`config.mk`:
```
export PLATFORM = sky130hd
export DESIGN_NAME = bprm_front
export DESIGN_NICKNAME = d
export VERILOG_FILES = /design/src/hw/rtl/assert_macros.svh /design/src/hw/rtl/bprm_pkg.sv /design/src/hw/rtl/bprm_front.sv
export SDC_FILE = /design/constraint.sdc
export NUM_CORES = 2
export LEC_CHECK = 0
export BUFFER_PORTS_ARGS = -buffer_cell sky130_fd_sc_hd__buf_2
export CORE_ASPECT_RATIO = 1.25
export CORE_MARGIN = 2
export CORE_UTILIZATION = 35
export CTS_CLUSTER_SIZE = 40
export DETAILED_ROUTE_END_ITERATION = 6
export GPL_TIMING_DRIVEN = 0
export SETUP_SLACK_MARGIN = 0.2
export SLEW_MARGIN = 20
export SYNTH_ARGS = -nofsm -noshare
export SYNTH_HDL_FRONTEND = slang
export SYNTH_SLANG_ARGS = --single-unit
```
`constraint.sdc`:
```
create_clock -name clk -period 8.3 [get_ports clk]
set_input_delay 0.415 -clock clk [delete_from_list [all_inputs] [get_ports clk]]
set_output_delay 0.415 -clock clk [all_outputs]
set_load 0.005 [all_outputs]
```
`src/hw/rtl/assert_macros.svh`:
```
// ----------------------------------------------------------------------------
// Assertion macros
// Shared concurrent assertion shorthands, clocked on clk with reset rst_n.
// ----------------------------------------------------------------------------
`ifndef ASSERT_MACROS_SVH
`define ASSERT_MACROS_SVH

// Same-cycle implication.
`define BPRM_ASSERT_IMP(lbl, ante, cons) \
    lbl: assert property (@(posedge clk) disable iff (!rst_n) (ante) |-> (cons)) \
        else $error("same-cycle check failed");

// Next-cycle implication.
`define BPRM_ASSERT_NXT(lbl, ante, cons) \
    lbl: assert property (@(posedge clk) disable iff (!rst_n) (ante) |=> (cons)) \
        else $error("next-cycle check failed");

`endif

```
`src/hw/rtl/bprm_pkg.sv`:
```
// ----------------------------------------------------------------------------
// bprm_pkg
// Shared types and constants of the peak and RMS level meter.
// ----------------------------------------------------------------------------
package bprm_pkg;

    localparam int MAX_CHANNELS_DEF = 8;
    localparam int SAMPLE_BITS_DEF  = 24;

    // Configuration register reset values.
    localparam logic [3:0]  RST_CHANNELS  = 4'd2;
    localparam logic [15:0] RST_BLOCK_LEN = 16'd1600;

    // Configuration register indexes.
    typedef enum logic [0:0] {
        REG_CHANNELS  = 1'b0,
        REG_BLOCK_LEN = 1'b1
    } cfg_reg_t;

    // Fixed-point log2: 6 integer bits, 24 fraction bits.
    localparam int LOG_FRAC = 24;
    localparam int LOG_W    = 30;

    // 20*log10(2) and 10*log10(2) in Q.24.
    localparam logic [26:0] K_PEAK = 27'd101008905;
    localparam logic [26:0] K_RMS  = 27'd50504453;

    localparam logic [16:0] DB_FLOOR = 17'd40960;

    localparam int QUEUE_DEPTH = 4;
    localparam int OUT_DATA_W  = 40;

    // Status of the shared log2 unit.
    typedef struct packed {
        logic busy;
        logic done;
    } log_stat_t;

    // Status of the job queue.
    typedef struct packed {
        logic full;
        logic empty;
    } q_stat_t;

endpackage

```
`src/hw/rtl/bprm_front.sv`:
```
// ----------------------------------------------------------------------------
// bprm_front
// Takes samples, keeps per-channel peak and square sum, counts frames and
// queues one report job per channel at the end of each block.
// ----------------------------------------------------------------------------
module bprm_front #(
    parameter int MAX_CHANNELS = bprm_pkg::MAX_CHANNELS_DEF,
    parameter int SAMPLE_BITS  = bprm_pkg::SAMPLE_BITS_DEF,
    localparam int JOB_W       = 84 + SAMPLE_BITS
) (
    input  logic                    clk,
    input  logic                    rst_n,
    input  logic                    cfg_we,
    input  logic [0:0]              cfg_addr,
    input  logic [15:0]             cfg_wdata,
    input  logic                    s_tvalid,
    output logic                    s_tready,
    input  logic [2:0]              channel,
    input  logic [SAMPLE_BITS-1:0]  sample,
    output logic                    push,
    output logic [JOB_W-1:0]        job,
    input  bprm_pkg::q_stat_t       q_stat
);

    localparam int IDX_W = (MAX_CHANNELS > 1) ? $clog2(MAX_CHANNELS) : 1;

    typedef enum logic [3:0] {
        F_IDLE = 4'b0001,
        F_SQ   = 4'b0010,
        F_ACC  = 4'b0100,
        F_EMIT = 4'b1000
    } fstate_t;

    fstate_t                  state_reg;
    logic [3:0]               chan_cfg_reg;
    logic [15:0]              len_cfg_reg;
    logic [15:0]              frame_reg;
    logic [2:0]               ch_reg;
    logic [SAMPLE_BITS-1:0]   mag_reg;
    logic [2*SAMPLE_BITS-1:0] sq_reg;
    logic [SAMPLE_BITS-1:0]   peak_reg [MAX_CHANNELS];
    logic [63:0]              sum_reg  [MAX_CHANNELS];

    logic [3:0]               n_eff;
    logic [15:0]              len_eff;
    logic [IDX_W-1:0]         idx;
    logic                     ch_last;
    logic [15:0]              frame_inc;
    logic [64:0]              sum_add;
    logic [SAMPLE_BITS-1:0]   mag_in;
    logic                     accept;

    // Effective channel count and block length.
    always_comb
    begin
        if (chan_cfg_reg == 4'd0)
        begin
            n_eff = 4'd1;
        end
        else if (chan_cfg_reg > 4'(MAX_CHANNELS))
        begin
            n_eff = 4'(MAX_CHANNELS);
        end
        else
        begin
            n_eff = chan_cfg_reg;
        end
    end

    assign len_eff   = (len_cfg_reg == 16'd0) ? 16'd1 : len_cfg_reg;
    assign idx       = ch_reg[IDX_W-1:0];
    assign ch_last   = ({1'b0, ch_reg} == n_eff - 4'd1);
    assign frame_inc = frame_reg + 16'd1;
    assign sum_add   = {1'b0, sum_reg[idx]} + 65'(sq_reg);
    assign mag_in    = sample[SAMPLE_BITS-1] ? (~sample + 1'b1) : sample;

    assign s_tready = (state_reg == F_IDLE);
    assign accept   = s_tvalid && s_tready;
    assign push     = (state_reg == F_EMIT) && !q_stat.full;
    assign job      = {len_eff, sum_reg[idx], peak_reg[idx], ch_last, ch_reg};

    // Configuration registers.
    always_ff @(posedge clk or negedge rst_n)
    begin
        if (!rst_n)
        begin
            chan_cfg_reg <= bprm_pkg::RST_CHANNELS;
            len_cfg_reg  <= bprm_pkg::RST_BLOCK_LEN;
        end
        else if (cfg_we)
        begin
            if (cfg_addr == bprm_pkg::REG_CHANNELS)
            begin
                chan_cfg_reg <= cfg_wdata[3:0];
            end
            else
            begin
                len_cfg_reg <= cfg_wdata;
            end
        end
    end

    // Sample magnitude and its square.
    always_ff @(posedge clk)
    begin
        if (accept)
        begin
            mag_reg <= mag_in;
        end
        if (state_reg == F_SQ)
        begin
            sq_reg <= mag_reg * mag_reg;
        end
    end

    // Sequencer, frame count and accumulators.
    always_ff @(posedge clk or negedge rst_n)
    begin
        if (!rst_n)
        begin
            state_reg <= F_IDLE;
            frame_reg <= '0;
            ch_reg    <= '0;
            for (int i = 0; i < MAX_CHANNELS; i++)
            begin
                peak_reg[i] <= '0;
                sum_reg[i]  <= '0;
            end
        end
        else
        begin
            unique case (state_reg)
                F_IDLE:
                begin
                    if (accept && ({1'b0, channel} < n_eff))
                    begin
                        ch_reg    <= channel;
                        state_reg <= F_SQ;
                    end
                end
                F_SQ:
                begin
                    state_reg <= F_ACC;
                end
                F_ACC:
                begin
                    if (mag_reg > peak_reg[idx])
                    begin
                        peak_reg[idx] <= mag_reg;
                    end
                    // Saturate the square sum at all ones.
                    sum_reg[idx] <= sum_add[64] ? '1 : sum_add[63:0];
                    if (ch_last && (frame_inc >= len_eff))
                    begin
                        ch_reg    <= '0;
                        state_reg <= F_EMIT;
                    end
                    else
                    begin
                        if (ch_last)
                        begin
                            frame_reg <= frame_inc;
                        end
                        state_reg <= F_IDLE;
                    end
                end
                F_EMIT:
                begin
                    if (push)
                    begin
                        if (ch_last)
                        begin
                            for (int i = 0; i < MAX_CHANNELS; i++)
                            begin
                                peak_reg[i] <= '0;
                                sum_reg[i]  <= '0;
                            end
                            frame_reg <= '0;
                            state_reg <= F_IDLE;
                        end
                        else
                        begin
                            ch_reg <= ch_reg + 3'd1;
                        end
                    end
                end
                default:
                begin
                    state_reg <= F_IDLE;
                end
            endcase
        end
    end

endmodule

```
Yosys cells after proc, flatten, opt, wreduce, memory -nomap -nowiden

Index checks and enable logic that the tools add are counted.

$add $sub $neg: 5
Multipliers: 1
$lt $le $gt $ge: 6
Eq/ne operators: 13
Muxes and demuxes: 39
Bitwise logic cells: 3
Reductions and logical operators: 17

Operators by type and width:

| kind                    | count |
|---|---|
| $mux W512               | 2 |
| $pmux W512 S2           | 1 |
| $mux W192               | 3 |
| $bwmux W512             | 1 |
| $pmux W192 S2           | 1 |
| $mux W64                | 4 |
| $bmux W64 S3            | 1 |
| $bwmux W192             | 1 |
| $demux W64 S3           | 1 |
| $mux W16                | 5 |
| $bmux W24 S3            | 1 |
| $demux W24 S3           | 1 |
| $mux W24                | 3 |
| $add A64 B48 Y65        | 1 |
| $mul A24 B24 Y48        | 1 |
| $pmux W16 S2            | 1 |
| $add A24 B1 Y24 const B | 1 |
| $gt A24 B24 Y1          | 1 |
| $mux W4                 | 6 |
| $not A24 Y24            | 1 |
| $mux W23                | 1 |
| $add A16 B1 Y16 const B | 1 |
| $ge A16 B16 Y1          | 1 |
| $logic_not A16 Y1       | 1 |
| other kinds (27)        | 43 |

Bits in registers: 819
Logic and storage cells: 108

Longest topological paths before layout

Depth in word-level cells: 8
Gate-level depth with buffers: 29
Depth with buffers taken out: 28

Least setup slack after synthesis

Ideal clock, no wire load.

Path type: flip-flop to flip-flop
Start point: reg mag_reg[2]
End point: reg sq_reg[46] (data pin)
Arrival time: 6981 ps
Required time: 8042 ps
Setup slack: 1062 ps
Stages on the path, launching flop included: 27
Period minus slack after synthesis: 7238 ps
Cells stage by stage: edfxtp_1 clkbuf_1 buf_1 nand2_1 fa_1 inv_1 fa_1 fa_1 inv_1 fa_1 inv_1 fa_1 fa_1 inv_1 fa_1 inv_1 ha_1 a21o_1 a21o_1 a221oi_1 o221ai_1 a31oi_1 o41ai_2 a221oi_1 o21ai_1 a21oi_1 xnor2_1

Cells in the longest elaborated chain, start to end: 1

Ends and longest elaborated chain:

| what                   | RTL line          | source |
|---|---|---|
| start, declared        | bprm_front.sv:39  | `logic [SAMPLE_BITS-1:0] mag_reg;` |
| start signal, assigned | bprm_front.sv:108 | `mag_reg <= mag_in;` |
| $mul A24 B24 Y48       | bprm_front.sv:112 | `sq_reg <= mag_reg * mag_reg;` |
| end signal, assigned   | bprm_front.sv:112 |  |
| end, declared          | bprm_front.sv:40  | `logic [2*SAMPLE_BITS-1:0] sq_reg;` |

Every way passes these cells.
A chain may end at the register's enable or synchronous reset.

Final worst setup path

Start point: reg ch_reg[0]
End point: reg sum_reg[426] (netlist bit)

Cells in the longest elaborated chain, start to end: 8
Elaborated cells on any way between the ends: 16
Those cells by class: add/sub (1); order compare (2); eq/ne (2); mux (8); bitwise (1); reduce/logical (2)

Ends and longest elaborated chain:

| what                                         | RTL line                            | source |
|---|---|---|
| start, declared                              | bprm_front.sv:38                    | `logic [2:0] ch_reg;` |
| start signal, assigned                       | bprm_front.sv:137                   | `ch_reg <= channel;` |
| start signal, assigned                       | bprm_front.sv:183                   | `ch_reg <= ch_reg + 3'd1;` |
| $not A3 Y4                                   | bprm_front.sv:74, bprm_front.sv:152 |  |
| $bmux W64 S3                                 | bprm_front.sv:74                    | `assign sum_add = {1'b0, sum_reg[idx]} + 65'(sq_reg);` |
| $mux W64 (not written as such) (2 in series) | bprm_front.sv:74                    |  |
| $add A64 B48 Y65                             | bprm_front.sv:74                    |  |
| $mux W64                                     | bprm_front.sv:152                   | `sum_reg[idx] <= sum_add[64] ? '1 : sum_add[63:0];` |
| $bwmux W512                                  | bprm_front.sv:152                   |  |
| $pmux W512 S2                                | bprm_front.sv:132                   | `unique case (state_reg)` |
| end signal, assigned by index                | bprm_front.sv:152                   |  |
| end, declared                                | bprm_front.sv:42                    | `logic [63:0] sum_reg [MAX_CHANNELS];` |

Several ways; a longest one is shown, not always the timed one. The select of a mux whose other input is x is not followed.

==> run summary <==
Synth Flop Type: dfrtp_1
Crit path max-delay family: buffers and inverters
Max clock buf depth: 3
1st-iter DRT viols: 4736
Max Clock Freq: 0.125 GHz
Wirelength, routed: 208000 microns
Post-synth EDFFs: 71
Rel. slew slack: 16.8%
#FFs+latches synth: 818
IO Pins: 160
Die extent in y: 448 microns
Slew Viols, Final: 0
Outcome: finished, final reports clean
Largest net degree at the start of global routing: 102
Routed wl met3: 16400 microns
CTS HTree Levels: 3
Async SR Flop Fraction: 91.3%
# DRC: 0
Hold Path Class: in -> reg
Final Cycle Share: 96.3%
Gate Count Post-Synth: 5668
Vias: 45400
Share of cells above drive strength 1: 10.2%
Initial core utilization: 35.1%
Seq/Total Area, Yosys: 37.7%
Design area: 62700 sq um
Commonest cells after routing, fill and taps aside: 818 x nand2_1, 761 x inv_1, 742 x dfrtp_1
Pre-CTS setup slack: -1040 ps
Startpoint Class: flip-flop
WS Path Type: reg -> reg
M1 WL: 80200 microns
Clk_lat worst skew: 720 ps
Vias per inst: 5.59
Maxcap violations: 0
CTS Sinks: 818
Most frequent cell on the critical path: clkbuf_1
Synth-to-Final Area Change: 13.3%
Synthesized Nets: 6405
Met2 WL: 96700 microns
Arr. time, crit path: 8620 ps
Clock skew: 40.4 ps
Library cells used by synthesis: 101
CP required: 8930 ps
CP Cell Sequence: buf_4 -> buf_2 -> and3b_1 -> clkbuf_1 -> clkbuf_1 -> clkbuf_1 -> a22oi_1 -> nand4_1 -> ha_1 -> ha_1 -> a211oi_1 -> o21ai_1 -> a31oi_1 -> o211ai_1 -> a41oi_1 -> a211o_1 -> a21oi_1 -> buf_2 -> nand3_2 -> o31ai_2 -> a22o_1
Uppermost routed layer: met5
Post-DRT Antenna Nets: 0
Most common cell after layout, fill and taps aside: nand2_1
GP Congestion: 0.962
PortBufs: 158
Max reg flops: 512
First-pass GRT wire length: 306000 microns
Clock buffer count from CTS: 84
CTS Root Cell: clkbuf_16
Mean post-synth cell area: 9.76 sq um
Slowest CP cell: clkbuf_1
Mapped cell area: 55300 sq um
Final worst setup slack: 310 ps
Die area: 161000 sq um
Min Tclk post-route: 7990 ps
1st-pass router iterations: 6
Initial antenna violation count: 4
Total track usage: 25.6%
Wire length per cell: 25.6 microns
CTS tree: built
Clock Pin Slew Worst Setup and Hold Paths: 70 ps
Worst-path maximum fanout: 10
Final Hold Viols: 0
Final nets: 6717
Residual overflow from global routing: 0
Slew @ Worst Pin: 1250 ps
Die Width: 360 microns
CP peak stage delay: 980 ps
Cell Rows: 163
Synthesis Warnings: 0
DP Area: 59000 sq um
Vias in the first global route: 46400
Finish-stage setup viols: 0
RSZ-0062 raised after global routing: no
Worst path bufs/invs: 6
Post-DP HPWL: 152000 microns
Util after Layout: 39.8%
CP Capture Type: flip-flop
Core box area: 157000 sq um
## area by class of cell
class | instances | area (sq um)
timing repair buffer | 227 | 1580
fill | 15700 | 94800
antenna | 2 | 5.00
multi-input combinational | 3732 | 30200
inverter | 765 | 2880
sequential | 818 | 20800
tap | 2062 | 2580
clock buffer | 117 | 2400
clock inverter | 37 | 443
buffer | 352 | 1720
## cells by family (layout without fill, tap and decap cells)
| logic type | after synthesis | count (layout) | share of synthesized area [%] |
|---|---|---|---|
| AOI/OAI and AO/OA | 1336 | 1336 | 15.9 |
| xor gates and xnor gates | 133 | 133 | 2.11 |
| adders and majority gates | 687 | 687 | 21.3 |
| buffers and inverters | 1118 | 1498 | 7.86 |
| DFF | 818 | 818 | 37.7 |
| muxes | 183 | 183 | 3.70 |
| other | 0 | 2 | 0 |
| and+or+nand+nor | 1393 | 1393 | 11.5 |
## worst reg2reg max path, cell delays in order (launching register included)
cell,delay [ps]
dfrtp_1,380
buf_4,200
buf_2,280
and3b_1,290
clkbuf_1,660
clkbuf_1,740
clkbuf_1,980
a22oi_1,150
nand4_1,330
ha_1,370
ha_1,240
a211oi_1,90
o21ai_1,320
a31oi_1,210
o211ai_1,410
a41oi_1,260
a211o_1,470
a21oi_1,260
buf_2,310
nand3_2,330
o31ai_2,370
a22o_1,270
## metal layers
layer | vias up | global-route usage [%]
li1 | 19600 | -
met5 | - | 0
met3 | 588 | 4.28
met1 | 22900 | 31.5
met2 | 2247 | 42.1
met4 | 4 | 15.9
## Yosys cell counts (all sizes together), types with 71 or more instances
cell,number,area (sq um)
o21ai,515,2590
mux2i,125,1250
nand2,820,3080
a22oi,296,2230
dfrtp,742,18600
inv,764,2870
nor2,159,597
clkbuf,286,1070
and2,120,753
a22o,168,1470
edfxtp,71,2130
ha,265,3320
fa,422,8450
nand4,74,463
xnor2,101,885
a21oi,130,692
## through the flow
step	cells	hold slack [ps]	setup TNS, ps
2_1_floorplan	5668	119	0
6_report	8112	27.6	0
3_5_place_dp	7903	465	-7480
3_3_place_gp	7888	456	-6910900
5_1_grt	8110	31.8	0
4_1_cts	8097	2.36	0
## repair_timing
action | in CTS | in global routing
hold buffers | 21 | 0
endpoints found under the hold margin | 105 | 0
buffers inserted | 19 | 14
gates cloned | 0 | 0
pin swaps | 1 | 4
setup endpoints to repair | 35 | 447
gates resized for setup | 94 | 99
## path summary, 6_finish.rpt
path,start,endpoint,slack (ps),cells after the start
hold / removal,sample[6],mag_reg[6]$_DFFE_PP_,30,2
hold reg to reg,sum_reg[436]$_DFFE_PN0P_,sum_reg[436]$_DFFE_PN0P_,470,2
max in group asynchronous,rst_n,sum_reg[335]$_DFFE_PN0P_,5220,7
setup / recovery,ch_reg[0]$_DFFE_PN0P_,sum_reg[426]$_DFFE_PN0P_,310,21
setup reg to reg,ch_reg[0]$_DFFE_PN0P_,sum_reg[426]$_DFFE_PN0P_,310,21
min in group asynchronous,rst_n,peak_reg[141]$_DFFE_PN0P_,290,2
Power is not shown: default switching activity piles up to over one toggle a cycle in this logic, so the estimate is an artifact.
