<file path="src/hw/rtl/assert_macros.svh">
// ----------------------------------------------------------------------------
// Assertion macros
// Shared concurrent assertion shorthands, clocked on clk with reset rst_n.
// ----------------------------------------------------------------------------
`ifndef ASSERT_MACROS_SVH
`define ASSERT_MACROS_SVH

// Same-cycle implication.
`define BPRM_ASSERT_IMP(lbl, ante, cons) \
    lbl: assert property (@(posedge clk) disable iff (!rst_n) (ante) |-> (cons)) \
        else $error("same-cycle check failed");

// Next-cycle implication.
`define BPRM_ASSERT_NXT(lbl, ante, cons) \
    lbl: assert property (@(posedge clk) disable iff (!rst_n) (ante) |=> (cons)) \
        else $error("next-cycle check failed");

`endif

</file>
<file path="src/hw/rtl/bprm_pkg.sv">
// ----------------------------------------------------------------------------
// bprm_pkg
// Shared types and constants of the peak and RMS level meter.
// ----------------------------------------------------------------------------
package bprm_pkg;

    localparam int MAX_CHANNELS_DEF = 8;
    localparam int SAMPLE_BITS_DEF  = 24;

    // Configuration register reset values.
    localparam logic [3:0]  RST_CHANNELS  = 4'd2;
    localparam logic [15:0] RST_BLOCK_LEN = 16'd1600;

    // Configuration register indexes.
    typedef enum logic [0:0] {
        REG_CHANNELS  = 1'b0,
        REG_BLOCK_LEN = 1'b1
    } cfg_reg_t;

    // Fixed-point log2: 6 integer bits, 24 fraction bits.
    localparam int LOG_FRAC = 24;
    localparam int LOG_W    = 30;

    // 20*log10(2) and 10*log10(2) in Q.24.
    localparam logic [26:0] K_PEAK = 27'd101008905;
    localparam logic [26:0] K_RMS  = 27'd50504453;

    localparam logic [16:0] DB_FLOOR = 17'd40960;

    localparam int QUEUE_DEPTH = 4;
    localparam int OUT_DATA_W  = 40;

    // Status of the shared log2 unit.
    typedef struct packed {
        logic busy;
        logic done;
    } log_stat_t;

    // Status of the job queue.
    typedef struct packed {
        logic full;
        logic empty;
    } q_stat_t;

endpackage

</file>
<file path="src/hw/rtl/bprm_queue.sv">
// ----------------------------------------------------------------------------
// bprm_queue
// Short first-word-fall-through queue of per-channel report jobs.
// ----------------------------------------------------------------------------
`include "assert_macros.svh"

module bprm_queue #(
    parameter int W     = 108,
    parameter int DEPTH = bprm_pkg::QUEUE_DEPTH
) (
    input  logic               clk,
    input  logic               rst_n,
    input  logic               push,
    input  logic [W-1:0]       wr_data,
    input  logic               pop,
    output logic [W-1:0]       rd_data,
    output bprm_pkg::q_stat_t  stat
);

    localparam int PTR_W = (DEPTH > 1) ? $clog2(DEPTH) : 1;
    localparam int CNT_W = $clog2(DEPTH + 1);

    logic [W-1:0]     entry_reg [DEPTH];
    logic [PTR_W-1:0] wr_ptr_reg;
    logic [PTR_W-1:0] rd_ptr_reg;
    logic [CNT_W-1:0] count_reg;

    assign stat.full  = (count_reg == CNT_W'(DEPTH));
    assign stat.empty = (count_reg == '0);
    assign rd_data    = entry_reg[rd_ptr_reg];

    // Storage write.
    always_ff @(posedge clk)
    begin
        if (push)
        begin
            entry_reg[wr_ptr_reg] <= wr_data;
        end
    end

    // Pointers and fill count.
    always_ff @(posedge clk or negedge rst_n)
    begin
        if (!rst_n)
        begin
            wr_ptr_reg <= '0;
            rd_ptr_reg <= '0;
            count_reg  <= '0;
        end
        else
        begin
            if (push)
            begin
                wr_ptr_reg <= (wr_ptr_reg == PTR_W'(DEPTH - 1)) ? '0 : wr_ptr_reg + 1'b1;
            end
            if (pop)
            begin
                rd_ptr_reg <= (rd_ptr_reg == PTR_W'(DEPTH - 1)) ? '0 : rd_ptr_reg + 1'b1;
            end
            if (push && !pop)
            begin
                count_reg <= count_reg + 1'b1;
            end
            else if (pop && !push)
            begin
                count_reg <= count_reg - 1'b1;
            end
        end
    end

    `BPRM_ASSERT_IMP(a_no_push_full, push, !stat.full)
    `BPRM_ASSERT_IMP(a_no_pop_empty, pop, !stat.empty)
    `BPRM_ASSERT_NXT(a_count_up, push && !pop, count_reg == $past(count_reg) + 1'b1)

endmodule

</file>
<file path="config.mk">
export PLATFORM = sky130hd
export DESIGN_NAME = bprm_queue
export DESIGN_NICKNAME = d
export VERILOG_FILES = /design/src/hw/rtl/bprm_pkg.sv /design/src/hw/rtl/bprm_queue.sv
export VERILOG_INCLUDE_DIRS = /design/src /design/src/hw/rtl
export SDC_FILE = /design/constraint.sdc
export NUM_CORES = 1
export LEC_CHECK = 0
export ABC_AREA = 1
export BUFFER_PORTS_ARGS = -buffer_cell sky130_fd_sc_hd__buf_2
export CAP_MARGIN = 20
export CORE_ASPECT_RATIO = 2
export CORE_MARGIN = 2
export CORE_UTILIZATION = 50
export CTS_CLUSTER_SIZE = 40
export DETAILED_ROUTE_END_ITERATION = 8
export PLACE_DENSITY = 0.79
export SETUP_SLACK_MARGIN = 0.15
export SLEW_MARGIN = 10
export SYNTH_ARGS = -nofsm -noshare
export SYNTH_HDL_FRONTEND = slang
export SYNTH_SLANG_ARGS = --single-unit
</file>
<file path="constraint.sdc">
create_clock -name clk -period 4.2 [get_ports clk]
set_input_delay 0.84 -clock clk [delete_from_list [all_inputs] [get_ports clk]]
set_output_delay 0.84 -clock clk [all_outputs]
set_load 0.01 [all_outputs]
</file>
Yosys cells after proc, flatten, opt, wreduce, memory -nomap -nowiden
Memories as Yosys holds them, arrays and structs flattened.
Cells that the tools add are included.
{ "word_totals": {"reg_bits": 7, "ram_bits": 432, "input_bits": 112, "out_inout_bits": 110, "wordCells": 23, "mem_count": 1} }
{ "op_classes": {"n_addsub": 4, "n_eq_ne": 3, "n_mux": 6, "n_reduce_logical": 6} }
{ "mem_list": {"columns": ["memory", "depth", "width", "rd", "rd_clocked_by_memory_dff", "wr", "line_no", "text"], "rows": [
  ["entry_reg", 4, 108, 1, 0, 1, "bprm_queue.sv:23", "logic [W-1:0] entry_reg [DEPTH];"]
]} }
{ "op_table": {"columns": ["op", "n"], "rows": [
  ["$mux 3", 2],
  ["$add 2x1->2 const B", 2],
  ["$eq 2x2->1 const B", 2],
  ["$mux 2", 2],
  ["$add 3x1->3 const B", 1],
  ["$eq 3x3->1 const B", 1],
  ["$logic_not 3->1", 1],
  ["$sub 3x1->3 const B", 1],
  ["$logic_and 1x1->1", 2],
  ["$logic_not 1->1", 2],
  ["$mux 1", 2],
  ["$reduce_bool 2->1", 1]
]} }

Logic depth before layout (Yosys ltp)
Gate-level depths: netlist (run 1).
{ "depth": {"depth_word": 4, "ltp_mapped": 9, "ltp_nobuf": 9} }

Worst setup path after synthesis (run 1)
OpenSTA, ideal clock, no wires.
{ "synth_timing": {"path_kind": "input to register", "from": "input port push", "to": "memory entry_reg[3][0] (enable)", "setup_time_ps": 461, "t_arrival_ps": 2967, "required_ps": 3739, "setup_slack_ps": 771, "stages": 2, "path_buffers": 0, "cell_sequence": "nand2_1 inv_1"} }
{ "synth_via": {"elab_chain_cells": 2} }
{ "synth_rtl": {"columns": ["element", "line_no", "text"], "rows": [
  ["start: declaration", "bprm_queue.sv:13", "input logic push,"],
  ["$mux 1", "bprm_queue.sv:35", "if (push)"],
  ["$mux 1 (implied by the code)", "bprm_queue.sv:37", "entry_reg[wr_ptr_reg] <= wr_data;"],
  ["end: declaration", "bprm_queue.sv:23", null]
]} }
Every way passes these cells.

Worst setup path after layout (run 1)
{ "layout_timing": {"from": "register rd_ptr_reg[1]", "to": "output port rd_data[12]"} }
{ "layout_via": {"elab_chain_cells": 1} }
{ "layout_rtl": {"columns": ["element", "line_no", "text"], "rows": [
  ["start: declaration", "bprm_queue.sv:25", "logic [PTR_W-1:0] rd_ptr_reg;"],
  ["start signal: assignment", "bprm_queue.sv:58", "rd_ptr_reg <= (rd_ptr_reg == PTR_W'(DEPTH - 1)) ? '0 : rd_ptr_reg + 1'b1;"],
  ["$mem_v2 4x108", null, null],
  ["end: declaration", "bprm_queue.sv:16", "output logic [W-1:0] rd_data,"]
]} }
Every way passes these cells.

==> results.toml, run 1 <==
[outcome]
status = "complete, no violations"

[worst_setup_path]
cp-end-kind = "primary output"
reg2reg_slack_ns = 1.93
path_cells = "inv_4, buf_12, o211ai_1, nand2_1, buf_2"
cp_top_family = "buffers and inverters"
crit_required_ns = 3.36
slowest_stage = "dfrtp_4"
rr_startpoint = "wr_ptr_reg[1]"
path_buf_inv = 3
r2r-end = "entry_reg[1][0]"
path_max_fanout = 54
start_kind = "flop"
critical_path_class = "reg -> out"
critical_path.max_stage_delay_ns = 0.67
worstPathArrival_ns = 2.55
rr_worst_depth = 5

[global_route]
grt_usage_pct = 19.2
overflow = 0
grt_max_degree = 154
grt_pass1_wl_um = 53400
grt_pass1_vias = 10509
antenna_found_initial = 9

[power]
powerDensity_nw_per_um2 = 666
irDropWorstVdd_mv = 0.502
p_leak_nw = 8.16

[synthesis]
yosys_warnings = 0
syn_nets = 1430
synthTopCellsByArea = "edfxtp_1, o211ai_1, nand2_1"
synth.most_common_cell = "edfxtp_1"
ys_seq_area_share_pct = 74.8
yosysTopAreaCellShare_pct = 73.9
yosys.cell_types.count = 20
synthCells = 1311
yosysTopAreaCell = "edfxtp_1"
ys_async_sr_fraction_pct = 1.59
synth_edf_count = 432
avgSynthCellArea_um2 = 13.4
ys_top_cells_by_count = "edfxtp_1, nand2_1, inv_1"
synth_area_um2 = 17600
synth_ff_type = "edfxtp_1"
synth_seq_cells = 439

[placed_design]
dp.cells = 1923
dpl.hpwl_um = 21600
gp_congestion = 0.782
io_buffers = 221

[clock_network]
ctsHoldBuffers = 0
cts_root_buf = "clkbuf_16"
htree_levels = 2
clk_path_buf_depth = 3
clk_latency_ns = 0.52
cts_made_buffers = 37
clkSinkCount = 439
cts_tree = "built"
cts_resized = 0
clk_pin_slew_ns = 0.06
post-cts-setup-buffers = 0

[final_layout]
largest_reg_flops = 432
regArea_um2 = 13200
drive_gt1_share_pct = 19.1
multiInputGateArea_um2 = 3050
nNetsFinal = 1636
final_cells = 1992
syn_to_final_growth_pct = 15.0
nFillCells = 2626

[route]
drt_first_pass_iters = 5
drc = 0
drt_iter0_drc = 551
vias = 10381
routed_wl_um = 35300
post_drt_wl_per_cell_um = 17.7
route.antenna.remaining_nets = 0
vias_per_cell = 5.21

[timing]
min_period_over_period_pct = 80.7
tns_ns = 0
setup_viol = 0
hold_viol_final = 0
holdWs_ns = 0.148
rsz0062_at_grt = "false"
slew_headroom_pct = 40.9
fin_worst_skew_ns = 0.00903
drv_slew = 0
fmax_ghz = 0.295
tightest_slew_ns = 0.887
min_period_ns = 3.39

[run]
maxCapViolations = 0

[die]
die_x_um = 137
start_util_pct = 50.4
fp-row-count = 97
die_h_um = 269
coreArea_um2 = 34800
dieArea_um2 = 36700
ios = 222

[min_path]
hold_path_class = "in -> async"
## how the worst max path moves through the flow
stage                       start              end  slack [ns]  depth (start not counted)
floorplan                    push  entry_reg[3][0]        0.77                          2
global placement    rd_ptr_reg[1]      rd_data[97]        1.34                          5
detailed placement  rd_ptr_reg[1]      rd_data[12]        1.34                          5
CTS                 rd_ptr_reg[1]      rd_data[12]        0.77                          5
global route        rd_ptr_reg[1]      rd_data[12]        0.68                          5
finish              rd_ptr_reg[1]      rd_data[12]        0.81                          5
## cell usage in the layout, fill, tap and decap left out, drive strengths merged
cell type and n:
buf 237, bufinv 5, clkbuf 45, clkinv 13, dfrtp 7, diode 5
edfxtp 432, fa 1, ha 6, inv 230, nand2 339, nand3 1
nand4 1, nor2 2, nor3 2, o211ai 216, o21ai 4, xnor2 1
## metal layers
metal,wire length (um),vias to the layer above,share of wire (%),global-route usage (%)
li1,-,5009,-,-
met1,12700,5000,36,19.0
met2,19300,279,55,36.9
met3,1850,85,5.3,4.04
met4,1370,8,3.9,9.46
met5,56,-,0.16,0
## cell type report
type / count / area share, %
antenna: 5 / 0.0620
inverter: 229 / 4.36
clock inverter: 19 / 1.10
tap: 445 / 2.76
clock buffer: 45 / 4.94
sequential: 439 / 65.1
timing repair buffer: 237 / 6.57
multi-input combinational: 573 / 15.1
## through the flow
step	setup slack (ns)	cell area, um^2	util (%)	power (mW)
final	0.812	20200	58.0	13.4
after global routing	0.685	20200	58.0	14.2
after CTS	0.770	20200	57.9	13.6
after detailed placement	1.34	19000	54.4	10.2
after global placement	1.34	19000	54.4	9.99
after floorplan	0.771	17600	-	8.69
## where the power goes
part / leakage (nW) / internal, mW / total [mW] / switching (mW)
registers: 4.05 / 5.61 / 5.84 / 0.228
clock network: 0.598 / 2.00 / 3.44 / 1.44
logic: 3.51 / 1.36 / 4.16 / 2.80
total: 8.16 / 8.98 / 13.4 / 4.47
## kinds of logic (layout without fill, tap and decap cells)
logic type      Yosys count  after routing  share of synthesized area, %
fa+ha+maj                 7              7                         0.541
flops                   439            439                          74.8
other cells               0              5                             0
compound gates          220            220                          9.35
buf+inv                 299            530                          7.81
simple gates            345            345                          7.41
xor+xnor                  1              1                        0.0499
Note: power is estimated with default switching activity, not from simulation.
==> run 2, diff against run 1 <==
--- a/config.mk
+++ b/config.mk
@@ -14,7 +14,7 @@
 export CORE_UTILIZATION = 50
 export CTS_CLUSTER_SIZE = 40
 export DETAILED_ROUTE_END_ITERATION = 8
-export PLACE_DENSITY = 0.79
+export PLACE_DENSITY = 0.82
 export SETUP_SLACK_MARGIN = 0.15
 export SLEW_MARGIN = 10
 export SYNTH_ARGS = -nofsm -noshare
==> constraint.sdc (replaced) <==
create_clock -name clk -period 3 [get_ports clk]
set_input_delay 0.6 -clock clk [delete_from_list [all_inputs] [get_ports clk]]
set_output_delay 0.6 -clock clk [all_outputs]
set_load 0.01 [all_outputs]
==> results.toml, run 2 (synthesized netlist as in run 1, its figures left out) <==
[final_layout]
syn_to_final_growth_pct = 16.7
final_cells = 2007
largest_reg_flops = 432
layout_commonest_cell = "edfxtp_1"
drive_gt1_share_pct = 20.1
nNetsFinal = 1646
layout_common_cells = "edfxtp_1, nand2_1, inv_1"

[global_route]
grt_pass1_wl_um = 53800
grt_usage_pct = 19.3
met2_usage_pct = 36.9
grt.busiest_layer = "met2"
grt_max_degree = 110
grt_pass1_vias = 10588
antenna_found_initial = 14
use_met1_pct = 18.5
overflow = 0
met3_usage_pct = 3.53

[die]
start_util_pct = 50.4
dieArea_um2 = 36700
die_h_um = 269
die_x_um = 137
ios = 222
fp-row-count = 97
coreArea_um2 = 34800

[worst_setup_path]
critical_path.max_stage_delay_ns = 0.51
crit_top_cell = "nand2_1"
path_max_fanout = 56
cp-end-kind = "primary output"
start_kind = "flop"
worstPathArrival_ns = 2.12
slowest_stage = "dfrtp_2"
crit_required_ns = 2.40
path_cells = "bufinv_16, buf_12, nand2_1, o211ai_1, nand2_1, buf_2"
critical_path_class = "reg -> out"

[clock_network]
cts_tree = "built"
clk_pin_slew_ns = 0.07
clk_latency_ns = 0.53
clk_path_buf_depth = 3
cts_made_buffers = 38
cts_root_buf = "clkbuf_16"
post-cts-setup-buffers = 0
htree_levels = 2
clkSinkCount = 439

[timing]
tightest_slew_ns = 0.738
rsz0062_at_grt = "false"
setup_viol = 0
drv_slew = 0
fin_worst_skew_ns = 0.00795
hold_viol_final = 0
fmax_ghz = 0.367
tns_ns = 0
min_period_ns = 2.72
min_period_over_period_pct = 90.7
slew_headroom_pct = 50.7
holdWs_ns = 0.278

[route]
route.antenna.remaining_nets = 0
vias = 10555
routed_wl_um = 36700
drc = 0
drt_iter0_drc = 676
post_drt_wl_per_cell_um = 18.3
vias_per_cell = 5.26
drt_first_pass_iters = 5

[power]
p_clk_share_pct = 26.6
powerDensity_nw_per_um2 = 947
irDropWorstVdd_mv = 0.657
switchingPower_mw = 6.45
seq_power_share_pct = 41.9
swShare_pct = 33.2
p_leak_nw = 8.25
internal-power_mw = 13.0
power_frac_comb_pct = 31.5

[run]
maxCapViolations = 0

[outcome]
status = "complete, no violations"

[min_path]
hold_path_class = "in -> reg"

[placed_design]
io_buffers = 221
gp_congestion = 0.764
dpl.hpwl_um = 21700
dp.cells = 1928
run 2: power by group through the flow:
| stage | Combinational, mW | Sequential (mW) | Clock (mW) |
|---|---|---|---|
| floorplan | 3.92 | 8.21 | 0 |
| global placement | 5.88 | 8.19 | 0 |
| CTS | 6.11 | 8.12 | 5.25 |
| detailed placement | 6.07 | 8.25 | 0 |
| global route | 6.74 | 8.21 | 5.45 |
| finish | 6.11 | 8.13 | 5.17 |
run 2: through the flow:
step | utilization [%] | cell area, um^2 | setup slack, ns | power [mW]
final | 58.8 | 20500 | 0.279 | 19.4
after global routing | 58.8 | 20500 | 0.195 | 20.4
after CTS | 58.6 | 20400 | 0.152 | 19.5
after detailed placement | 54.8 | 19100 | 0.675 | 14.3
after global placement | 54.8 | 19100 | 0.746 | 14.1
after floorplan | - | 17600 | 0.302 | 12.1
run 2: cell type report:
class | count | area [um^2]
diodes | 8 | 20.0
clock buffers | 41 | 962
clock inverters | 26 | 370
fillers | 2600 | 14300
inverters | 229 | 903
multi-input cells | 573 | 3050
flip-flops and latches | 439 | 13200
well taps | 445 | 557
repair buffers | 243 | 1460
repair inverters | 3 | 26.3
run 2: path summary, 6_finish.rpt:
kind | from | to | slack [ns] | cells past startpoint
worst max-delay path | rd_ptr_reg[0] | rd_data[2] | 0.28 | 6
max in group asynchronous | rst_n | rd_ptr_reg[1] | 2.38 | 2
worst min register to register | count_reg[2] | count_reg[2] | 0.56 | 2
min in group asynchronous | rst_n | rd_ptr_reg[1] | 0.44 | 2
worst max register to register | wr_ptr_reg[0] | entry_reg[3][9] | 0.90 | 4
worst min-delay path | wr_data[97] | entry_reg[2][97] | 0.28 | 1
run 2: per-layer routing:
| layer | part of all wire [%] | routed length [um] |
|---|---|---|
| met5 | 0.21 | 78 |
| met3 | 5.1 | 1870 |
| met4 | 5.1 | 1860 |
| met1 | 34 | 12600 |
| met2 | 55 | 20300 |
run 2: timing repair:
action,4_1_cts,5_1_grt
pin swaps,0,0
gates resized for setup,1,4
endpoints found under the setup margin,11,24
gates cloned,0,3
hold endpoints to repair,7,0
hold buffers,1,0
run 2: critical path: cells and delay by family, from the launching register on:
kind	cells	cell delay, ns
AO/OA/AOI/OAI	1	0.12
AND/OR/NAND/NOR	2	0.21
buffers and inverters	3	0.71
flip-flops	1	0.51
