File: src/hw/rtl/assert_macros.svh
// ----------------------------------------------------------------------------
// Assertion macros
// Shared concurrent assertion shorthands, clocked on clk with reset rst_n.
// ----------------------------------------------------------------------------
`ifndef ASSERT_MACROS_SVH
`define ASSERT_MACROS_SVH

// Same-cycle implication.
`define BPRM_ASSERT_IMP(lbl, ante, cons) \
    lbl: assert property (@(posedge clk) disable iff (!rst_n) (ante) |-> (cons)) \
        else $error("same-cycle check failed");

// Next-cycle implication.
`define BPRM_ASSERT_NXT(lbl, ante, cons) \
    lbl: assert property (@(posedge clk) disable iff (!rst_n) (ante) |=> (cons)) \
        else $error("next-cycle check failed");

`endif

File: src/hw/rtl/bprm_pkg.sv
// ----------------------------------------------------------------------------
// bprm_pkg
// Shared types and constants of the peak and RMS level meter.
// ----------------------------------------------------------------------------
package bprm_pkg;

    localparam int MAX_CHANNELS_DEF = 8;
    localparam int SAMPLE_BITS_DEF  = 24;

    // Configuration register reset values.
    localparam logic [3:0]  RST_CHANNELS  = 4'd2;
    localparam logic [15:0] RST_BLOCK_LEN = 16'd1600;

    // Configuration register indexes.
    typedef enum logic [0:0] {
        REG_CHANNELS  = 1'b0,
        REG_BLOCK_LEN = 1'b1
    } cfg_reg_t;

    // Fixed-point log2: 6 integer bits, 24 fraction bits.
    localparam int LOG_FRAC = 24;
    localparam int LOG_W    = 30;

    // 20*log10(2) and 10*log10(2) in Q.24.
    localparam logic [26:0] K_PEAK = 27'd101008905;
    localparam logic [26:0] K_RMS  = 27'd50504453;

    localparam logic [16:0] DB_FLOOR = 17'd40960;

    localparam int QUEUE_DEPTH = 4;
    localparam int OUT_DATA_W  = 40;

    // Status of the shared log2 unit.
    typedef struct packed {
        logic busy;
        logic done;
    } log_stat_t;

    // Status of the job queue.
    typedef struct packed {
        logic full;
        logic empty;
    } q_stat_t;

endpackage

File: src/hw/rtl/bprm_log2.sv
// ----------------------------------------------------------------------------
// bprm_log2
// Iterative fixed-point log2: six normalizing steps, then 24 squarings.
// ----------------------------------------------------------------------------
module bprm_log2 (
    input  logic                          clk,
    input  logic                          rst_n,
    input  logic                          start,
    input  logic [63:0]                   x,
    output bprm_pkg::log_stat_t           stat,
    output logic [bprm_pkg::LOG_W-1:0]    result
);

    typedef enum logic [2:0] {
        L_IDLE = 3'b001,
        L_NORM = 3'b010,
        L_SQR  = 3'b100
    } lstate_t;

    lstate_t     state_reg;
    logic [63:0] norm_reg;
    logic [5:0]  lz_reg;
    logic [30:0] m_reg;
    logic [23:0] frac_reg;
    logic [4:0]  step_reg;
    logic        done_reg;

    logic [63:0] norm_shift;
    logic [5:0]  lz_add;
    logic [61:0] sq;
    logic [31:0] sq_top;

    assign stat.busy = (state_reg != L_IDLE);
    assign stat.done = done_reg;
    assign result    = {6'd63 - lz_reg, frac_reg};

    // One binary step of the leading-zero search.
    always_comb
    begin
        norm_shift = norm_reg;
        lz_add     = 6'd0;
        unique case (step_reg)
            5'd0:
            begin
                if (norm_reg[63:32] == '0)
                begin
                    norm_shift = {norm_reg[31:0], 32'd0};
                    lz_add     = 6'd32;
                end
            end
            5'd1:
            begin
                if (norm_reg[63:48] == '0)
                begin
                    norm_shift = {norm_reg[47:0], 16'd0};
                    lz_add     = 6'd16;
                end
            end
            5'd2:
            begin
                if (norm_reg[63:56] == '0)
                begin
                    norm_shift = {norm_reg[55:0], 8'd0};
                    lz_add     = 6'd8;
                end
            end
            5'd3:
            begin
                if (norm_reg[63:60] == '0)
                begin
                    norm_shift = {norm_reg[59:0], 4'd0};
                    lz_add     = 6'd4;
                end
            end
            5'd4:
            begin
                if (norm_reg[63:62] == '0)
                begin
                    norm_shift = {norm_reg[61:0], 2'd0};
                    lz_add     = 6'd2;
                end
            end
            5'd5:
            begin
                if (!norm_reg[63])
                begin
                    norm_shift = {norm_reg[62:0], 1'b0};
                    lz_add     = 6'd1;
                end
            end
            default:
            begin
                norm_shift = norm_reg;
                lz_add     = 6'd0;
            end
        endcase
    end

    // Square the Q1.30 mantissa; each squaring yields one fraction bit.
    assign sq     = {31'd0, m_reg} * {31'd0, m_reg};
    assign sq_top = sq[61:30];

    always_ff @(posedge clk or negedge rst_n)
    begin
        if (!rst_n)
        begin
            state_reg <= L_IDLE;
            step_reg  <= '0;
            done_reg  <= 1'b0;
            norm_reg  <= '0;
            lz_reg    <= '0;
            m_reg     <= '0;
            frac_reg  <= '0;
        end
        else
        begin
            done_reg <= 1'b0;
            unique case (state_reg)
                L_IDLE:
                begin
                    if (start)
                    begin
                        norm_reg  <= x;
                        lz_reg    <= '0;
                        step_reg  <= '0;
                        state_reg <= L_NORM;
                    end
                end
                L_NORM:
                begin
                    norm_reg <= norm_shift;
                    lz_reg   <= lz_reg + lz_add;
                    if (step_reg == 5'd5)
                    begin
                        m_reg     <= norm_shift[63:33];
                        frac_reg  <= '0;
                        step_reg  <= '0;
                        state_reg <= L_SQR;
                    end
                    else
                    begin
                        step_reg <= step_reg + 1'b1;
                    end
                end
                L_SQR:
                begin
                    if (sq_top[31])
                    begin
                        m_reg    <= sq_top[31:1];
                        frac_reg <= {frac_reg[22:0], 1'b1};
                    end
                    else
                    begin
                        m_reg    <= sq_top[30:0];
                        frac_reg <= {frac_reg[22:0], 1'b0};
                    end
                    if (step_reg == 5'(bprm_pkg::LOG_FRAC - 1))
                    begin
                        done_reg  <= 1'b1;
                        state_reg <= L_IDLE;
                    end
                    else
                    begin
                        step_reg <= step_reg + 1'b1;
                    end
                end
                default:
                begin
                    state_reg <= L_IDLE;
                end
            endcase
        end
    end

endmodule

File: src/hw/rtl/bprm_back.sv
// ----------------------------------------------------------------------------
// bprm_back
// Turns queued per-channel jobs into peak and RMS levels in signed Q9.8 dB.
// ----------------------------------------------------------------------------
`include "assert_macros.svh"

module bprm_back #(
    parameter int SAMPLE_BITS = bprm_pkg::SAMPLE_BITS_DEF,
    localparam int JOB_W      = 84 + SAMPLE_BITS
) (
    input  logic                               clk,
    input  logic                               rst_n,
    input  logic [JOB_W-1:0]                   job,
    input  bprm_pkg::q_stat_t                  q_stat,
    output logic                               pop,
    output logic                               m_tvalid,
    input  logic                               m_tready,
    output logic [bprm_pkg::OUT_DATA_W-1:0]    m_tdata,
    output logic [2:0]                         m_tuser,
    output logic                               m_tlast
);

    localparam logic [31:0] PEAK_REF = 32'(SAMPLE_BITS - 1) << bprm_pkg::LOG_FRAC;
    localparam logic [31:0] RMS_REF  = 32'(2 * (SAMPLE_BITS - 1)) << bprm_pkg::LOG_FRAC;
    localparam logic [16:0] DB_MIN   = 17'd0 - bprm_pkg::DB_FLOOR;

    typedef enum logic [8:0] {
        B_IDLE = 9'b000000001,
        B_LOGP = 9'b000000010,
        B_LOGS = 9'b000000100,
        B_LOGL = 9'b000001000,
        B_MULP = 9'b000010000,
        B_RNDP = 9'b000100000,
        B_MULR = 9'b001000000,
        B_RNDR = 9'b010000000,
        B_OUT  = 9'b100000000
    } bstate_t;

    bstate_t                       state_reg;
    logic                          start_reg;
    logic [2:0]                    ch_reg;
    logic                          last_reg;
    logic [SAMPLE_BITS-1:0]        peak_reg;
    logic [63:0]                   sum_reg;
    logic [15:0]                   len_reg;
    logic [bprm_pkg::LOG_W-1:0]    logp_reg;
    logic [bprm_pkg::LOG_W-1:0]    logs_reg;
    logic [bprm_pkg::LOG_W-1:0]    logl_reg;
    logic [57:0]                   prod_reg;
    logic [16:0]                   peak_db_reg;
    logic [16:0]                   rms_db_reg;

    logic [63:0]                   log_x;
    bprm_pkg::log_stat_t           log_stat;
    logic [bprm_pkg::LOG_W-1:0]    log_res;
    logic [31:0]                   d_peak;
    logic [31:0]                   d_rms;
    logic [31:0]                   d_sel;
    logic                          zero_sel;
    logic [57:0]                   prod_rnd;
    logic [17:0]                   q;
    logic [16:0]                   q_sat;
    logic [16:0]                   db_code;

    assign pop = (state_reg == B_IDLE) && !q_stat.empty;

    // Operand of the shared log2 unit.
    always_comb
    begin
        unique case (state_reg)
            B_LOGP:  log_x = 64'(peak_reg);
            B_LOGS:  log_x = sum_reg;
            default: log_x = 64'(len_reg);
        endcase
    end

    bprm_log2 u_log2 (
        .clk    (clk),
        .rst_n  (rst_n),
        .start  (start_reg),
        .x      (log_x),
        .stat   (log_stat),
        .result (log_res)
    );

    // Negated log ratios in Q.24.
    assign d_peak = PEAK_REF - 32'(logp_reg);
    assign d_rms  = RMS_REF + 32'(logl_reg) - 32'(logs_reg);
    assign d_sel  = (state_reg == B_MULR || state_reg == B_RNDR) ? d_rms : d_peak;
    assign zero_sel = (state_reg == B_RNDR) ? (sum_reg == '0) : (peak_reg == '0);

    // Round half up by 40 bits, saturate at the floor, negate.
    assign prod_rnd = prod_reg + (58'd1 << 39);
    assign q        = prod_rnd[57:40];
    assign q_sat    = (q > 18'(bprm_pkg::DB_FLOOR)) ? bprm_pkg::DB_FLOOR : q[16:0];

    always_comb
    begin
        if (zero_sel)
        begin
            db_code = DB_MIN;
        end
        else if (d_sel[31] || d_sel == '0)
        begin
            db_code = '0;
        end
        else
        begin
            db_code = 17'd0 - q_sat;
        end
    end

    assign m_tvalid = (state_reg == B_OUT);
    assign m_tdata  = {6'd0, rms_db_reg, peak_db_reg};
    assign m_tuser  = ch_reg;
    assign m_tlast  = last_reg;

    // Job payload and arithmetic results.
    always_ff @(posedge clk)
    begin
        if (pop)
        begin
            ch_reg   <= job[2:0];
            last_reg <= job[3];
            peak_reg <= job[4 +: SAMPLE_BITS];
            sum_reg  <= job[4 + SAMPLE_BITS +: 64];
            len_reg  <= job[68 + SAMPLE_BITS +: 16];
        end
        if (log_stat.done)
        begin
            if (state_reg == B_LOGP)
            begin
                logp_reg <= log_res;
            end
            if (state_reg == B_LOGS)
            begin
                logs_reg <= log_res;
            end
            if (state_reg == B_LOGL)
            begin
                logl_reg <= log_res;
            end
        end
        if (state_reg == B_MULP)
        begin
            prod_reg <= {27'd0, d_sel[30:0]} * {31'd0, bprm_pkg::K_PEAK};
        end
        if (state_reg == B_MULR)
        begin
            prod_reg <= {27'd0, d_sel[30:0]} * {31'd0, bprm_pkg::K_RMS};
        end
        if (state_reg == B_RNDP)
        begin
            peak_db_reg <= db_code;
        end
        if (state_reg == B_RNDR)
        begin
            rms_db_reg <= db_code;
        end
    end

    // Job sequencer.
    always_ff @(posedge clk or negedge rst_n)
    begin
        if (!rst_n)
        begin
            state_reg <= B_IDLE;
            start_reg <= 1'b0;
        end
        else
        begin
            start_reg <= 1'b0;
            unique case (state_reg)
                B_IDLE:
                begin
                    if (pop)
                    begin
                        start_reg <= 1'b1;
                        state_reg <= B_LOGP;
                    end
                end
                B_LOGP:
                begin
                    if (log_stat.done)
                    begin
                        start_reg <= 1'b1;
                        state_reg <= B_LOGS;
                    end
                end
                B_LOGS:
                begin
                    if (log_stat.done)
                    begin
                        start_reg <= 1'b1;
                        state_reg <= B_LOGL;
                    end
                end
                B_LOGL:
                begin
                    if (log_stat.done)
                    begin
                        state_reg <= B_MULP;
                    end
                end
                B_MULP: state_reg <= B_RNDP;
                B_RNDP: state_reg <= B_MULR;
                B_MULR: state_reg <= B_RNDR;
                B_RNDR: state_reg <= B_OUT;
                B_OUT:
                begin
                    if (m_tready)
                    begin
                        state_reg <= B_IDLE;
                    end
                end
                default:
                begin
                    state_reg <= B_IDLE;
                end
            endcase
        end
    end

    `BPRM_ASSERT_NXT(a_pop_starts_log, pop, state_reg == B_LOGP && start_reg)
    `BPRM_ASSERT_IMP(a_done_in_log, log_stat.done,
        state_reg == B_LOGP || state_reg == B_LOGS || state_reg == B_LOGL)
    `BPRM_ASSERT_IMP(a_levels_not_positive, m_tvalid,
        (peak_db_reg[16] || peak_db_reg == '0) && (rms_db_reg[16] || rms_db_reg == '0))

endmodule

File: config.mk
export PLATFORM = sky130hd
export DESIGN_NAME = bprm_back
export DESIGN_NICKNAME = d
export VERILOG_FILES = /design/src/hw/rtl/bprm_pkg.sv /design/src/hw/rtl/bprm_log2.sv /design/src/hw/rtl/bprm_back.sv
export VERILOG_INCLUDE_DIRS = /design/src /design/src/hw/rtl
export SDC_FILE = /design/constraint.sdc
export NUM_CORES = 2
export LEC_CHECK = 0
export ABC_AREA = 1
export BUFFER_PORTS_ARGS = -buffer_cell sky130_fd_sc_hd__buf_2
export CELL_PAD_IN_SITES_DETAIL_PLACEMENT = 2
export CELL_PAD_IN_SITES_GLOBAL_PLACEMENT = 2
export CORE_MARGIN = 5
export CORE_UTILIZATION = 40
export CTS_CLUSTER_DIAMETER = 200
export DETAILED_ROUTE_END_ITERATION = 16
export PLACE_DENSITY = 0.91
export SLEW_MARGIN = 20
export SYNTH_ARGS = -nofsm -noshare
export SYNTH_HDL_FRONTEND = slang
export SYNTH_HIERARCHICAL = 1
export SYNTH_SLANG_ARGS = --single-unit
File: constraint.sdc
create_clock -name clk -period 10.4 [get_ports clk]
set_clock_uncertainty 0.1 [all_clocks]
set_input_delay 2.08 -clock clk [delete_from_list [all_inputs] [get_ports clk]]
set_output_delay 2.08 -clock clk [all_outputs]
set_load 0.03 [all_outputs]
# Word-level counts from Yosys, hierarchy flattened
# Index checks and enable logic that the tools add are counted.
# Widths: inputs -> output; s select.
# word_totals
ff_bits	434
input_bits	113
out_inout_bits	46
wordCells	146
# op_classes
addsub	8
multipliers	3
n_lt_le_gt_ge	1
n_eq_ne	34
muxes	51
n_reduce_logical	27
# op_table
cell	n
$mux 64	7
$pmux 64 s6	1
$pmux 64 s2	2
$mux 57	2
$pmux 9 s9	1
$logic_not 32->1	2
$logic_not 64->1	1
$mul 31x31->62	1
$mux 31	2
$pmux 31 s2	1
$add 58x40->58 const B	1
$mul 31x27->58 const B	1
$mul 31x26->57 const B	1
$mux 17	3
$pmux 24 s2	1
$mux 9	5
$pmux 6 s6	1
$mux 32	1
$sub 31x30->32	1
$add 30x30->31 const A	1
$sub 29x30->31 const A	1
$logic_not 24->1	1
$mux 24	1
$mux 5	4
50 further kinds	81

# Logic depth before layout (Yosys ltp)
# logic_depth
ltp_word	7
depth_mapped	44

# Modules after synthesis
# The synthesis kept the hierarchy.
# modules_own_cells
module	n_inst	cells_per_inst	area_per_inst_um2
bprm_log2	1	5436	39799.4
bprm_back	1	3370	28147.0

# Least setup slack after synthesis
# No wires, ideal clock.
# synth_timing
path_kind	input-to-output
start	input q_stat[0] in the netlist's numbering
end	output pop
arrival_time_ns	6.936
required_ns	8.220
setup_slack_ns	1.284
stages	1
path_cell_list	nor2_1
# synth_between
elab_chain_len	2
# synth_rtl
element	line	source
start, declared	bprm_back.sv:14	input bprm_pkg::q_stat_t q_stat,
$logic_not 1->1	bprm_back.sv:65	assign pop = (state_reg == B_IDLE) && !q_stat.empty;
$logic_and 1x1->1	bprm_back.sv:65	
end, declared	bprm_back.sv:15	output logic pop,
# No other way between the ends.

# Worst setup path in the final report
# layout_timing
start	register u_log2.m_reg[18]
end	register u_log2.m_reg[21]
# layout_between
elab_chain_len	3
# layout_rtl
element	line	source
start, declared	bprm_log2.sv:23	logic [30:0] m_reg;
start signal, assigned	bprm_log2.sv:135	m_reg <= norm_shift[63:33];
start signal, assigned	bprm_log2.sv:149	m_reg <= sq_top[31:1];
start signal, assigned	bprm_log2.sv:154	m_reg <= sq_top[30:0];
$mul 31x31->62	bprm_log2.sv:100	assign sq = {31'd0, m_reg} * {31'd0, m_reg};
$mux 31	bprm_log2.sv:147	if (sq_top[31])
$pmux 31 s2	bprm_log2.sv:118	unique case (state_reg)
# No other way between the ends.
# A chain may end at the register's enable or synchronous reset.

==> results.sh <==
export IMPL_outcome="complete, no violations"
export IMPL_cellPowerDensity_mw_per_mm2=208
export IMPL_grt_max_degree=111
export IMPL_nNetsFinal=10600
export IMPL_synthCells=8806
export IMPL_via_count=66200
export IMPL_synth_main_ff_cell="edfxtp_1"
export IMPL_period_minus_slack_ps=10200
export IMPL_grt_antenna_before_repair=16
export IMPL_power_switching_w=0.00923
export IMPL_yosys_area_top_type="fa_1"
export IMPL_cts_sinks=395
export IMPL_netlist_cell_type_count=62
export IMPL_startpoint="u_log2/m_reg[18]"
export IMPL_cp_required_ps=10870
export IMPL_synth_area_mm2=0.0679
export IMPL_synth_edf_count=250
export IMPL_p_clk_share_pct=12.5
export IMPL_slowest_delay_ps=1090
export IMPL_hold_path_startpoint="u_log2/frac_reg[7]"
export IMPL_die_w_um=422
export IMPL_critPathKind="flip-flop to flip-flop"
export IMPL_worstMarginPinSlew_ps=1230
export IMPL_cts_tree="built"
export IMPL_cts_buffers=47
export IMPL_crit_fanout=31
export IMPL_seqPwrFrac_pct=16.7
export IMPL_dp_hpwl_um=268000
export IMPL_wl_met2_um=167000
export IMPL_routabilityCongestion=0.974
export IMPL_hold_viol=0
export IMPL_drive_gt1_share_pct=5.07
export IMPL_globalRoute_totalOverflow=0
export IMPL_synth_top_cell_area_share_pct=27.8
export IMPL_met3WireLength_um=24000
export IMPL_whs_ps=399
export IMPL_path_clk_slew_ps=70
export IMPL_critPathSlowestCell="dfrtp_1"
export IMPL_rsz0062_at_grt="no"
export IMPL_drtIter0Drc=5385
export IMPL_antenna_left=0
export IMPL_start_util_pct=40.2
export IMPL_wl_per_cell_um=31.3
export IMPL_n_fill_cell=19500
export IMPL_reg2reg_from="u_log2/m_reg[18]"
export IMPL_synth_area_leaders="fa_1 (28%), ha_1 (13%), inv_1 (13%)"
export IMPL_synthArstFlopShare_pct=36.5
export IMPL_die_area_mm2=0.178
export IMPL_power_switching_share_pct=60.9
export IMPL_drc=0
export IMPL_critPathMostFrequentCell="nand2_1"
export IMPL_grt_pass1_wl_um=511000
export IMPL_final_setup_tns_ps=0
export IMPL_drt_pass1_iter_count=6
export IMPL_clock_fmax_mhz=98.1
export IMPL_crit_arrival_ps=10670
export IMPL_die_height_um=422
export IMPL_slew_violations=0
export IMPL_io_buffers=151
export IMPL_seq_area_frac_synth_pct=16.4
export IMPL_ff2ff_path_depth=30
export IMPL_ys_seq_elements=395
export IMPL_final_setup_viol_count=0
export IMPL_io_pins=159
export IMPL_grt_usage_pct=38.3
export IMPL_syn2layout_area_growth_pct=7.29
export IMPL_relSlewSlack_pct=18.0
export IMPL_maxCapViolations=0
export IMPL_preCtsSetupSlack_ps=778
export IMPL_syn_area_per_cell_um2=7.72
export IMPL_clock_latency_ps=710
export IMPL_highest_layer="met5"
export IMPL_hp_class="flip-flop to flip-flop"
export IMPL_core_area_mm2=0.169
export IMPL_internal_power_w=0.00593
export IMPL_fin_ws_ps=203
export IMPL_crit_path_end_kind="flip-flop"
export IMPL_post_route_util_pct=43.1
export IMPL_cts_htree_levels=2
export IMPL_vias_per_cell=5.96
export IMPL_power_w=0.0152
export IMPL_clk_path_buf_depth=3
export IMPL_power_leakage_nw=40.9
export IMPL_ys_warn_count=6
export IMPL_worst_setup_path_start_kind="flip-flop"
export IMPL_root_buffer="clkbuf_16"
export IMPL_drt_met1_wl_um=119000
export IMPL_drt_wl_total_um=348000
export IMPL_worstHoldPathCells=0
export IMPL_num_rows=151
export IMPL_max_vdd_ir_drop_mv=0.357
export IMPL_grt_pass1_vias=78300
export IMPL_min_period_over_period_pct=98.0
export IMPL_power_frac_comb_pct=70.7
through the flow:
step | area, µm² | instances
finish | 72900 | 11100
global route | 72900 | 11100
CTS | 72800 | 11100
detailed placement | 71200 | 11000
global placement | 71100 | 11000
floorplan | 68000 | 8811
logic make-up after synthesis:
logic type | share of synthesized area [%]
flip-flops | 16.4
buffers and inverters | 14.3
other | 0.00552
XOR/XNOR | 1.11
AO/OA/AOI/OAI | 8.07
AND/OR/NAND/NOR | 19.4
adder cells (fa/ha/maj) | 40.8
cells in the mapped netlist, drive strengths merged, types with 5 or more instances:
cell type / count
a211oi: 7
o22ai: 71
nand3: 350
and3: 5
buf: 85
o21a: 8
a21oi: 345
nand4: 95
xnor2: 28
edfxtp: 250
a31oi: 16
nand3b: 14
o21ai: 344
a21o: 12
ha: 705
or2: 22
nor4: 38
fa: 943
dfrtp: 142
xor2: 58
a22oi: 7
nor3: 65
nand2: 1965
nor2: 605
inv: 2297
o21bai: 32
a221oi: 5
clkbuf: 161
o211ai: 102
a21boi: 5
metal layers:
metal  up-vias  global-route usage [%]
li1      27000                       -
met1     33700                    39.6
met2      3599                    65.8
met3      1871                    8.64
met4        18                    32.7
met5         -                       0
path summary, 6_finish.rpt:
path | to | slack, ps
min in group asynchronous | u_log2/norm_reg[12] | 1160
max | u_log2/m_reg[21] | 200
max reg2reg | u_log2/m_reg[21] | 200
min reg2reg | logp_reg[7] | 400
min | logp_reg[7] | 400
max in group asynchronous | u_log2/m_reg[10] | 7250
placed cells by master, fill, tap and decap left out, drive strengths merged, types with 95 or more instances in the layout:
master | synthesis | final
inv | 2297 | 2303
nor2 | 605 | 605
a21oi | 345 | 345
dfrtp | 142 | 142
ha | 705 | 705
fa | 943 | 943
buf | 85 | 240
o21ai | 344 | 344
nand2 | 1965 | 1965
o211ai | 102 | 102
nand3 | 350 | 350
nand4 | 95 | 95
edfxtp | 250 | 250
critical path: cells and delay by family, from the launching register on:
family | cells | cell delay (ps)
flops | 1 | 1090
simple gates | 14 | 3000
buf+inv | 6 | 800
fa+ha+maj | 9 | 4560
compound gates | 1 | 430
power groups by stage:
| stage | Combinational (W) | Sequential, W | Clock (W) |
|---|---|---|---|
| 6_report | 0.0107 | 0.00254 | 0.00190 |
| 5_1_grt | 0.0111 | 0.00253 | 0.00197 |
| 4_1_cts | 0.0103 | 0.00249 | 0.00191 |
| 3_5_place_dp | 0.00997 | 0.00250 | 0 |
| 3_3_place_gp | 0.00867 | 0.00246 | 0 |
| 2_1_floorplan | 0.00578 | 0.00213 | 0 |
area by class of cell:
| type | instances | area [µm²] | area share [%] |
|---|---|---|---|
| diodes | 4 | 10.0 | 0.0137 |
| clock buffers | 62 | 1290 | 1.77 |
| clock inverters | 25 | 350 | 0.481 |
| inverters | 2301 | 8640 | 11.8 |
| multi-input cells | 5869 | 47200 | 64.7 |
| flip-flops and latches | 395 | 11100 | 15.3 |
| well taps | 2218 | 2780 | 3.81 |
| repair buffers | 241 | 1490 | 2.05 |
what timing repair did:
item,in CTS,in global routing
setup buffers,0,0
hold endpoints to repair,0,0
setup endpoints to repair,0,3
gates resized for setup,0,2
hold buffers,0,0
Power figures use the tool's default switching activity.
